==> src/rtl/core/b3sd_pkg.sv <==
package b3sd_pkg;

   // Image geometry limits.
   localparam int MAX_WIDTH = 128;
   localparam int MAX_ROWS  = 1024;
   localparam int MIN_DIM   = 3;

   // Field and counter widths.
   localparam int PIX_W   = 5;
   localparam int COL_W   = $clog2(MAX_WIDTH);
   localparam int ROW_W   = $clog2(MAX_ROWS);
   localparam int RW_W    = 8;
   localparam int FR_W    = 11;
   localparam int LVL_W   = 5;
   localparam int SUM_W   = 9;
   localparam int THR_W   = 10;
   localparam int CSR_IDX_W  = 2;
   localparam int CSR_DATA_W = 11;

   // Window size of the box filter.
   localparam int NINE = 9;

   // Register indexes on the configuration port.
   localparam logic [CSR_IDX_W-1:0] REG_ROW_WIDTH  = 2'd0;
   localparam logic [CSR_IDX_W-1:0] REG_FRAME_ROWS = 2'd1;
   localparam logic [CSR_IDX_W-1:0] REG_STAR_LEVEL = 2'd2;

   // Register reset values.
   localparam logic [RW_W-1:0]  ROW_WIDTH_RST  = 8'd80;
   localparam logic [FR_W-1:0]  FRAME_ROWS_RST = 11'd20;
   localparam logic [LVL_W-1:0] STAR_LEVEL_RST = 5'd10;

   // One line store word: the line two above and the line above.
   typedef struct packed {
      logic [PIX_W-1:0] top;
      logic [PIX_W-1:0] mid;
   } line_word_type;

   // Write side of the line store.
   typedef struct packed {
      logic             en;
      logic [COL_W-1:0] addr;
      line_word_type    data;
   } line_wr_type;

endpackage

==> src/rtl/core/b3sd_channels.sv <==
interface b3sd_req_if;
   import b3sd_pkg::*;
   logic             valid;
   logic             ready;
   logic [PIX_W-1:0] pixel;
   modport source (output valid, output pixel, input ready);
   modport sink   (input valid, input pixel, output ready);
endinterface

interface b3sd_rsp_if;
   logic valid;
   logic ready;
   logic star;
   logic end_of_row;
   logic end_of_frame;
   modport source (output valid, output star, output end_of_row, output end_of_frame,
                   input ready);
   modport sink   (input valid, input star, input end_of_row, input end_of_frame,
                   output ready);
endinterface

interface b3sd_csr_if;
   import b3sd_pkg::*;
   logic                  valid;
   logic                  ready;
   logic [CSR_IDX_W-1:0]  index;
   logic [CSR_DATA_W-1:0] data;
   modport source (output valid, output index, output data, input ready);
   modport sink   (input valid, input index, input data, output ready);
endinterface

==> src/rtl/core/b3sd_line_ram.sv <==
module b3sd_line_ram (
   input  logic                    clock,
   input  b3sd_pkg::line_wr_type   wr,
   input  logic [b3sd_pkg::COL_W-1:0] rd_addr,
   output b3sd_pkg::line_word_type rd_data
);
   import b3sd_pkg::*;

   line_word_type mem [MAX_WIDTH];
   line_word_type rd_data_ff;

   // Both line stores share one word per column.
   always_ff @(posedge clock) begin
      if (wr.en) begin
         mem[wr.addr] <= wr.data;
      end
   end

   // Registered read.
   always_ff @(posedge clock) begin
      rd_data_ff <= mem[rd_addr];
   end

   assign rd_data = rd_data_ff;

endmodule

==> src/rtl/core/box3x3_star_detect_top.sv <==
// The result word for a centre pixel enters the output register as the pixel below and to
// the right of it is accepted. Throughput: one pixel word per cycle unless the output
// stalls; the line store reads the next column ahead.
// Reset clears the counters, the window and the output valid flag and restores the
// register defaults; line store contents stay undefined until written.
module box3x3_star_detect_top (
   input  logic clock,
   input  logic reset,
   b3sd_req_if.sink   req,
   b3sd_rsp_if.source rsp,
   b3sd_csr_if.sink   csr
);
   import b3sd_pkg::*;

   logic [RW_W-1:0]  row_width_ff;
   logic [FR_W-1:0]  frame_rows_ff;
   logic [LVL_W-1:0] star_level_ff;

   logic [COL_W-1:0] col_ff, col_in;
   logic [ROW_W-1:0] row_ff, row_in;
   logic [PIX_W-1:0] win_ff [6];

   logic rsp_valid_ff, rsp_valid_in;
   logic star_ff, eor_ff, eof_ff;

   logic [RW_W-1:0]  w_eff;
   logic [FR_W-1:0]  h_eff;
   logic             accept;
   logic             interior;
   logic             last_col;
   logic             last_row;
   logic [SUM_W-1:0] sum;
   logic [THR_W-1:0] thr;
   logic             is_star;

   line_wr_type      wr;
   line_word_type    rd_data;
   logic [COL_W-1:0] rd_addr;

   // Configuration writes; indexes beyond the list are ignored.
   assign csr.ready = 1'b1;

   always_ff @(posedge clock) begin
      if (reset) begin
         row_width_ff  <= ROW_WIDTH_RST;
         frame_rows_ff <= FRAME_ROWS_RST;
         star_level_ff <= STAR_LEVEL_RST;
      end else if (csr.valid) begin
         case (csr.index)
            REG_ROW_WIDTH:  row_width_ff  <= csr.data[RW_W-1:0];
            REG_FRAME_ROWS: frame_rows_ff <= csr.data[FR_W-1:0];
            REG_STAR_LEVEL: star_level_ff <= csr.data[LVL_W-1:0];
            default: ;
         endcase
      end
   end

   // Clamp the geometry to the supported range.
   always_comb begin
      if (row_width_ff < RW_W'(MIN_DIM)) begin
         w_eff = RW_W'(MIN_DIM);
      end else if (row_width_ff > RW_W'(MAX_WIDTH)) begin
         w_eff = RW_W'(MAX_WIDTH);
      end else begin
         w_eff = row_width_ff;
      end
      if (frame_rows_ff < FR_W'(MIN_DIM)) begin
         h_eff = FR_W'(MIN_DIM);
      end else if (frame_rows_ff > FR_W'(MAX_ROWS)) begin
         h_eff = FR_W'(MAX_ROWS);
      end else begin
         h_eff = frame_rows_ff;
      end
   end

   // A pixel word enters whenever the output register is free or being drained.
   assign req.ready = !rsp_valid_ff || rsp.ready;
   assign accept    = req.valid && req.ready;

   assign interior = (row_ff >= ROW_W'(2)) && (col_ff >= COL_W'(2));
   assign last_col = (RW_W'(col_ff) + RW_W'(1)) >= w_eff;
   assign last_row = (FR_W'(row_ff) + FR_W'(1)) >= h_eff;

   // Box sum of the nine values; mean above level means sum at least 9 * (level + 1).
   assign sum = SUM_W'(win_ff[0]) + SUM_W'(win_ff[1]) + SUM_W'(win_ff[2])
              + SUM_W'(win_ff[3]) + SUM_W'(win_ff[4]) + SUM_W'(win_ff[5])
              + SUM_W'(rd_data.top) + SUM_W'(rd_data.mid) + SUM_W'(req.pixel);
   assign thr     = THR_W'(star_level_ff) * THR_W'(NINE) + THR_W'(NINE);
   assign is_star = THR_W'(sum) >= thr;

   // Raster counters.
   always_comb begin
      col_in = col_ff;
      row_in = row_ff;
      if (accept) begin
         if (last_col) begin
            col_in = '0;
            row_in = last_row ? '0 : row_ff + ROW_W'(1);
         end else begin
            col_in = col_ff + COL_W'(1);
         end
      end
   end

   always_ff @(posedge clock) begin
      if (reset) begin
         col_ff <= '0;
         row_ff <= '0;
      end else begin
         col_ff <= col_in;
         row_ff <= row_in;
      end
   end

   // Shift the window by one column per accepted word.
   always_ff @(posedge clock) begin
      if (reset) begin
         for (int i = 0; i < 6; i++) begin
            win_ff[i] <= '0;
         end
      end else if (accept) begin
         win_ff[0] <= win_ff[3];
         win_ff[1] <= win_ff[4];
         win_ff[2] <= win_ff[5];
         win_ff[3] <= rd_data.top;
         win_ff[4] <= rd_data.mid;
         win_ff[5] <= req.pixel;
      end
   end

   // The read always targets the column of the next word, so its data is ready in time.
   // The write goes to the current column, which never equals the next one.
   assign rd_addr      = reset ? '0 : col_in;
   assign wr.en        = accept;
   assign wr.addr      = col_ff;
   assign wr.data.top  = rd_data.mid;
   assign wr.data.mid  = req.pixel;

   b3sd_line_ram u_line_ram (
      .clock   (clock),
      .wr      (wr),
      .rd_addr (rd_addr),
      .rd_data (rd_data)
   );

   // Output register.
   always_comb begin
      rsp_valid_in = rsp_valid_ff;
      if (accept) begin
         rsp_valid_in = interior;
      end else if (rsp.ready) begin
         rsp_valid_in = 1'b0;
      end
   end

   always_ff @(posedge clock) begin
      if (reset) begin
         rsp_valid_ff <= 1'b0;
      end else begin
         rsp_valid_ff <= rsp_valid_in;
      end
   end

   always_ff @(posedge clock) begin
      if (accept && interior) begin
         star_ff <= is_star;
         eor_ff  <= last_col;
         eof_ff  <= last_col && last_row;
      end
   end

   assign rsp.valid        = rsp_valid_ff;
   assign rsp.star         = star_ff;
   assign rsp.end_of_row   = eor_ff;
   assign rsp.end_of_frame = eof_ff;

endmodule

==> src/flat_wrapper.sv <==
// flat-port wrapper written by rule: the top's interface ports become plain ports
module box3x3_star_detect_top_flat import b3sd_pkg::*;
  (clock, reset, req_valid, req_pixel, req_ready, rsp_valid, rsp_star, rsp_end_of_row, rsp_end_of_frame, rsp_ready, csr_valid, csr_index, csr_data, csr_ready);
  b3sd_req_if req_i ();
  b3sd_rsp_if rsp_i ();
  b3sd_csr_if csr_i ();
  input  logic clock;
  input  logic reset;
  input wire logic [$bits(req_i.valid)-1:0] req_valid;
  input wire logic [$bits(req_i.pixel)-1:0] req_pixel;
  output wire logic [$bits(req_i.ready)-1:0] req_ready;
  output wire logic [$bits(rsp_i.valid)-1:0] rsp_valid;
  output wire logic [$bits(rsp_i.star)-1:0] rsp_star;
  output wire logic [$bits(rsp_i.end_of_row)-1:0] rsp_end_of_row;
  output wire logic [$bits(rsp_i.end_of_frame)-1:0] rsp_end_of_frame;
  input wire logic [$bits(rsp_i.ready)-1:0] rsp_ready;
  input wire logic [$bits(csr_i.valid)-1:0] csr_valid;
  input wire logic [$bits(csr_i.index)-1:0] csr_index;
  input wire logic [$bits(csr_i.data)-1:0] csr_data;
  output wire logic [$bits(csr_i.ready)-1:0] csr_ready;
  assign req_i.valid = req_valid;
  assign req_i.pixel = req_pixel;
  assign req_ready = req_i.ready;
  assign rsp_valid = rsp_i.valid;
  assign rsp_star = rsp_i.star;
  assign rsp_end_of_row = rsp_i.end_of_row;
  assign rsp_end_of_frame = rsp_i.end_of_frame;
  assign rsp_i.ready = rsp_ready;
  assign csr_i.valid = csr_valid;
  assign csr_i.index = csr_index;
  assign csr_i.data = csr_data;
  assign csr_ready = csr_i.ready;
  box3x3_star_detect_top u_core (.clock(clock), .reset(reset), .req(req_i), .rsp(rsp_i), .csr(csr_i));
endmodule
==> config.mk <==
export PLATFORM = sky130hd
export DESIGN_NAME = box3x3_star_detect_top_flat
export DESIGN_NICKNAME = d
export VERILOG_FILES = /design/src/rtl/core/b3sd_pkg.sv /design/src/rtl/core/b3sd_channels.sv /design/src/rtl/core/b3sd_line_ram.sv /design/src/rtl/core/box3x3_star_detect_top.sv /design/src/flat_wrapper.sv
export SDC_FILE = /design/constraint.sdc
export NUM_CORES = 2
export LEC_CHECK = 0
export BUFFER_PORTS_ARGS = -buffer_cell sky130_fd_sc_hd__buf_2
export CAP_MARGIN = 20
export CORE_MARGIN = 2
export CORE_UTILIZATION = 50
export CTS_BUF_LIST = sky130_fd_sc_hd__clkbuf_4
export DETAILED_ROUTE_END_ITERATION = 16
export GPL_ROUTABILITY_DRIVEN = 0
export PLACE_DENSITY_LB_ADDON = 0.15
export SKIP_CTS_REPAIR_TIMING = 1
export SYNTH_ARGS = -nofsm -noshare
export SYNTH_HDL_FRONTEND = slang
export SYNTH_SLANG_ARGS = --single-unit
export TNS_END_PERCENT = 30
==> constraint.sdc <==
create_clock -name clock -period 7.55 [get_ports clock]
set_input_delay 0.3775 -clock clock [delete_from_list [all_inputs] [get_ports clock]]
set_output_delay 0.3775 -clock clock [all_outputs]
set_load 0.005 [all_outputs]
* Yosys cells after proc, flatten, opt, wreduce, memory -nomap -nowiden
Memory sizes are Yosys's and may differ from the RTL's. A register that Yosys moved wholly into a read port is not among the register bits.
Index checks and enable logic that the tools add are counted.
** Storage, ports and cells
- Input bits :: 23
- Output and inout bits :: 6
- Flip-flop bits (word level) :: 45
- Memories kept :: 2
- Memory bits (writable) :: 1310
** Cells by class
- Mux-type cells :: 22
- Bitwise gates (word level) :: 6
- Order comparisons :: 9
- Reduce and logical (&&, ||, !) cells :: 12
- Equality and inequality tests :: 2
- Multiply operators :: 1
- Add/sub/neg operators :: 13
** Memory list
- u_core.u_line_ram.mem :: depth 128, width 10, rd ports 1, clocked after Yosys merged registers in 1, write ports 1, RTL line b3sd_line_ram.sv:9 : line_word_type mem [MAX_WIDTH];
- u_core.win_ff :: depth 6, width 5, rd ports 6, clocked after Yosys merged registers in 0, write ports 6, RTL line box3x3_star_detect_top.sv:21 : logic [PIX_W-1:0] win_ff [6];
** Operator list (number)
- 9-bit by 5-bit adder with 9-bit output :: 7
- 5-bit two-way mux :: 6
- 11-bit two-way mux :: 2
- 7-bit two-way mux :: 3
- 8-bit two-way mux :: 2
- 10-bit by 1-bit adder with 11-bit output (second input constant) :: 1
- 11-bit >= comparator :: 1
- 11-bit greater-than comparator (second input constant) :: 1
- 11-bit by 2-bit less-than comparator with 1-bit output (second input constant) :: 1
- 10-bit by 1-bit adder with 10-bit output (second input constant) :: 1
- 9-bit by 4-bit adder with 10-bit output (second input constant) :: 1
- 10-bit by 2-bit >= comparator with 1-bit output (second input constant) :: 1
- 9-bit by 10-bit >= comparator with 1-bit output :: 1
- 10-bit two-way mux :: 1
- 5-bit by 4-bit multiplier with 9-bit output (second input constant) :: 1
- 7-bit by 1-bit adder with 8-bit output (second input constant) :: 1
- 8-bit >= comparator :: 1
- 8-bit greater-than comparator (second input constant) :: 1
- 8-bit by 2-bit less-than comparator with 1-bit output (second input constant) :: 1
- 1-bit two-way mux :: 8
- 2-bit AND reduction :: 4
- 7-bit by 1-bit adder with 7-bit output (second input constant) :: 1
- 7-bit by 2-bit >= comparator with 1-bit output (second input constant) :: 1
- 5-bit by 5-bit adder with 6-bit output :: 1
- other kinds (8) :: 16

* Longest topological paths before layout
An unclocked memory read counts as a cell.
- Depth after elaboration :: 10
- Depth in mapped cells :: 24
- Mapped depth without buffers :: 20

* Hierarchy
Synthesis repeated with hierarchy kept, for this count alone.
** Unflattened totals
- Cell total of the unflattened synthesis :: 2508
- Area, all modules :: 54369.6 um^2
** By module, submodules not included
- b3sd_line_ram :: area an instance 49354.8 um^2, times used 1, cells each 1998, seq. area each 38637.1 um^2
- box3x3_star_detect_top :: area an instance 5014.8 um^2, times used 1, cells each 510, seq. area each 1831.8 um^2

* Worst setup path before layout
No wires, ideal clock.
- Path type :: register to register
- From :: register u_core.u_line_ram.rd_data[0] (netlist name)
- To :: register u_core.star_ff, in the netlist u_core.rsp.star (data pin)
- Cell stages (with the launch flop) :: 17
- Clock period less this slack :: 6.049 ns
- Arrival time :: 5.792 ns
- Required time :: 7.293 ns
- Path slack :: 1.501 ns
- Path buffers :: 0
- Cell sequence :: dfxtp_1 inv_1 fa_1 fa_1 fa_1 inv_1 fa_1 ha_1 fa_1 ha_1 a21o_1 a21o_1 a21o_1 a21oi_1 nor2b_1 o21ai_0 nand2b_1
** On the way
- Longest elaborated chain between the ends :: 3
** Ends and longest elaborated chain
- 9-bit by 5-bit adder with 9-bit output (2 in series) :: RTL line box3x3_star_detect_top.sv:87 : + SUM_W'(rd_data.top) + SUM_W'(rd_data.mid) + SUM_W'(req.pixel);
- 9-bit by 10-bit >= comparator with 1-bit output :: RTL line box3x3_star_detect_top.sv:89 : assign is_star = THR_W'(sum) >= thr;
- named net u_core.is_star :: RTL line box3x3_star_detect_top.sv:34 : logic is_star;
- end signal: assignment :: RTL line box3x3_star_detect_top.sv:166 : star_ff <= is_star;
- end: declaration :: RTL line box3x3_star_detect_top.sv:24 : logic star_ff, eor_ff, eof_ff;
The timed path passes the listed nets, and every way through them passes these cells.
A chain may end at the register's enable or synchronous reset.

* Worst setup path after layout
- From :: register u_core.col_ff[2]
- To :: register u_core.u_line_ram.rd_data[5] (netlist name)
** On the way
- Longest elaborated chain between the ends :: 5
- Elaborated cells on any way between the ends :: 6
** Ends and longest elaborated chain
- start: declaration :: RTL line box3x3_star_detect_top.sv:19 : logic [COL_W-1:0] col_ff, col_in;
- start signal: assignment :: RTL line box3x3_star_detect_top.sv:110 : col_ff <= col_in;
- 7-bit by 1-bit adder with 8-bit output :: RTL line box3x3_star_detect_top.sv:81 : assign last_col = (RW_W'(col_ff) + RW_W'(1)) >= w_eff;
- 8-bit >= comparator :: RTL line box3x3_star_detect_top.sv:81
- 7-bit two-way mux :: RTL line box3x3_star_detect_top.sv:96 : if (last_col) begin
- 7-bit two-way mux * :: RTL line box3x3_star_detect_top.sv:95 : if (accept) begin
- 7-bit two-way mux * :: RTL line box3x3_star_detect_top.sv:133 : assign rd_addr = reset ? '0 : col_in;
Every way passes the cells marked *; elsewhere a longest branch is shown, timed or not.

==> out/results.ini <==
[grt]
grt_max_degree = 135
grt_overflow = 0
grt_util_all_layers = 0.261
grt_pass1_vias = 33700
grt_first_pass_wirelength_um = 222000
antenna_found_initial = 6

[critical_path]
endpoint_kind = flip-flop
arrival_ns = 7.72
crit_buf_inv = 3
path_delay_family = compound AO/OA/AOI/OAI gates
cp_slowest_stage_delay_ns = 1.01
start_kind = flip-flop
cp_cell_sequence = and3_1 > a21boi_0 > or2_2 > ha_1 > nand4_1 > or3_1 > and2_4 > inv_2 > o31a_2 > inv_8 > nand2_2 > buf_4 > o22ai_1 > o41ai_1 > a31oi_1 > a2111oi_0 > a21oi_1
critical-path-slowest-cell = o41ai_1
crit_fanout = 88
crit_type = flip-flop to flip-flop
cp_num_cells = 17
r2r_cells = 17
worstPathRequired_ns = 8.55

[yosys]
synth_flop_cell = edfxtp_1
async_flop_share = 0
synthesis.area_mm2 = 0.0560
synth_fa_ha_area_frac = 0.0232
ys_seq_area_frac = 0.723
ys_ff_latch = 1365
synthCells = 3875
synth_compound_area_frac = 0.0686
synth-simple-area-share = 0.0913
synth.avg_cell_area_um2 = 14.4
synth.distinct_cells = 68
syn-num-nets = 3983
synth_top_family_by_area = simple AND/OR/NAND/NOR gates
synth-edff-count = 1313
muxShareOfSynthArea = 0.0659
yosysWarningCount = 0
synth_xor_xnor_area_share = 0.00360

[run]
drv_cap = 0

[layout]
nNetsFinal = 4322
drive_gt1_frac = 0.164
finish.instance_area_mm2 = 0.0629
areaGrowthSynthToFinish_pct = 12.4
final_core_utilization = 0.567
fill_cells = 9023

[timing]
relSlewSlack = 0.230
tightest_slew_ns = 1.15
final.setup.worst_slack_ns = 0.829
period_share = 0.890
finalSetupViolations = 0
hold_viol = 0
drv_slew = 0
max_freq_mhz = 149
period_needed_ns = 6.72
fin_skew_ns = 0.114
timing.setup.tns_ns = 0
rsz0062_at_grt = false

[route]
wire_per_inst_um = 25.5
drtIter0Drc = 3734
vias = 34800
drtAntennaViolNets = 0
drc_errors = 0
first_pass_iters = 5
viasPerCell = 5.87
wl_um = 151000

[die]
start_util = 0.505
die_height_um = 339
ios = 29
core_area_mm2 = 0.111
die-area_mm2 = 0.115
fp-row-count = 122
die_x_um = 339

[clock_tree]
cts_max_level = 5
path_clk_slew_ns = 0.06
cts_sinks = 1365
cts_buffers = 363
root_buffer = clkbuf_4
insertion_delay_ns = 1.23
cts_tree = yes
cts_max_path_buffers = 4

[power_and_ir_drop]
power.density_mw_per_mm2 = 268
p_leak_nw = 21.4
total_power_mw = 16.9
vdd_drop_max_v = 0.000191

[place]
placed_area_mm2 = 0.0579
pre_cts_ws_ns = 1.08
hpwl_um = 88700
numPortBuffers = 27

[outcome]
status = complete, no violations

[hold_path]
worstHoldPathCells = 4
min_path_type = input port to flip-flop

==> worst paths after layout <==
check / start / endpoint / slack [ns]
hold / removal: req_valid / u_core.win_ff[0][3] / 0.06
setup / recovery: u_core.col_ff[2] / u_core.u_line_ram.rd_data[5] / 0.83
setup reg to reg: u_core.col_ff[2] / u_core.u_line_ram.rd_data[5] / 0.83
hold reg to reg: u_core.row_width_ff[0] / u_core.row_width_ff[0] / 0.52
==> cells in the final DEF, fill, tap and decap left out, drive strengths merged, types with 31 or more instances in the layout <==
cell         instances
clkbuf             515
clkinv              70
inv                 65
nor2               200
a211oi              46
o21ai               58
dfxtp               52
a21oi              146
nor3                41
ha                  54
buf                138
fa                  31
o221ai              73
mux2i              309
a31oi               32
nand3              151
dlygate4sd3         60
nand2              694
edfxtp            1313
o22ai               71
and3                64
==> per-stage QoR <==
step | hold slack, ns | std cells
4_1_cts | -0.710 | 5860
3_5_place_dp | 0.452 | 5266
6_report | 0.0581 | 5935
5_1_grt | -0.00236 | 5935
3_3_place_gp | 0.449 | 5258
2_1_floorplan | 0.436 | 3875
==> where the power goes <==
group          total, mW  leakage [nW]  switching [mW]  internal, mW
registers           8.60          12.3          0.0933          8.51
clock network       6.15          2.56            2.91          3.24
logic               2.12          6.54            1.32         0.798
total               16.9          21.4            4.32          12.5
==> sequential cells by signal (all words and copies together) (netlist names) <==
| register | count |
|---|---|
| u_core.col_ff | 7 |
| u_core.frame_rows_ff | 11 |
| u_core.row_ff | 10 |
| u_core.row_width_ff | 8 |
| u_core.rsp.end_of_frame | 1 |
| u_core.rsp.end_of_row | 1 |
| u_core.rsp.star | 1 |
| u_core.rsp.valid | 1 |
| u_core.star_level_ff | 5 |
| u_core.u_line_ram.mem | 1280 |
| u_core.u_line_ram.rd_data | 10 |
| u_core.win_ff | 30 |
==> worst reg2reg max path, cell delays in order, from the launching register on <==
cell and delay [ns]:
dfxtp_1 0.72, and3_1 0.34, a21boi_0 0.14, or2_2 0.33
ha_1 0.30, nand4_1 0.14, or3_1 0.43, and2_4 0.17
inv_2 0.18, o31a_2 0.30, inv_8 0.23, nand2_2 0.70
buf_4 0.28, o22ai_1 0.12, o41ai_1 1.01, a31oi_1 0.26
a2111oi_0 0.84, a21oi_1 0.09
==> cell families (layout without fill, tap and decap cells) <==
family,count (synthesis),in the layout
muxes,340,340
AOI/OAI and AO/OA,562,562
xor gates and xnor gates,23,23
DFF,1365,1365
adders and majority gates,85,85
other,1,5
and+or+nand+nor,1210,1210
buffers and inverters,289,857
==> layout make-up <==
| class | instances | area, um^2 | area share |
|---|---|---|---|
| Sequential cell | 1365 | 40500 | 0.644 |
| Inverter | 65 | 260 | 0.00414 |
| Multi-Input combinational cell | 2221 | 14200 | 0.226 |
| Antenna cell | 4 | 10.0 | 0.000159 |
| Clock inverter | 79 | 428 | 0.00680 |
| Clock buffer | 515 | 3870 | 0.0615 |
| Timing Repair Buffer | 198 | 1760 | 0.0280 |
| Tap cell | 1488 | 1860 | 0.0296 |
==> layer usage <==
metal	wire length, um	GRT usage
met5	26	0
met4	4460	0.0931
met3	12200	0.0575
met2	69500	0.395
met1	65100	0.373
==> synthesized netlist by cell type (41+ instances only) <==
cell type,number,share of area
clkbuf_1,109,0.0073
dfxtp_1,52,0.019
edfxtp_1,1313,0.70
mux2i_1,309,0.055
and3_1,64,0.0072
ha_1,54,0.012
o21ai_0,49,0.0044
nand2_1,693,0.046
nand3_1,151,0.014
o221ai_1,73,0.011
inv_1,58,0.0039
a211oi_1,45,0.0060
o22ai_1,71,0.0079
nor3_1,41,0.0037
a21oi_1,145,0.013
buf_2,65,0.0058
nor2_1,200,0.013
Note: power is estimated with default switching activity, not from simulation.
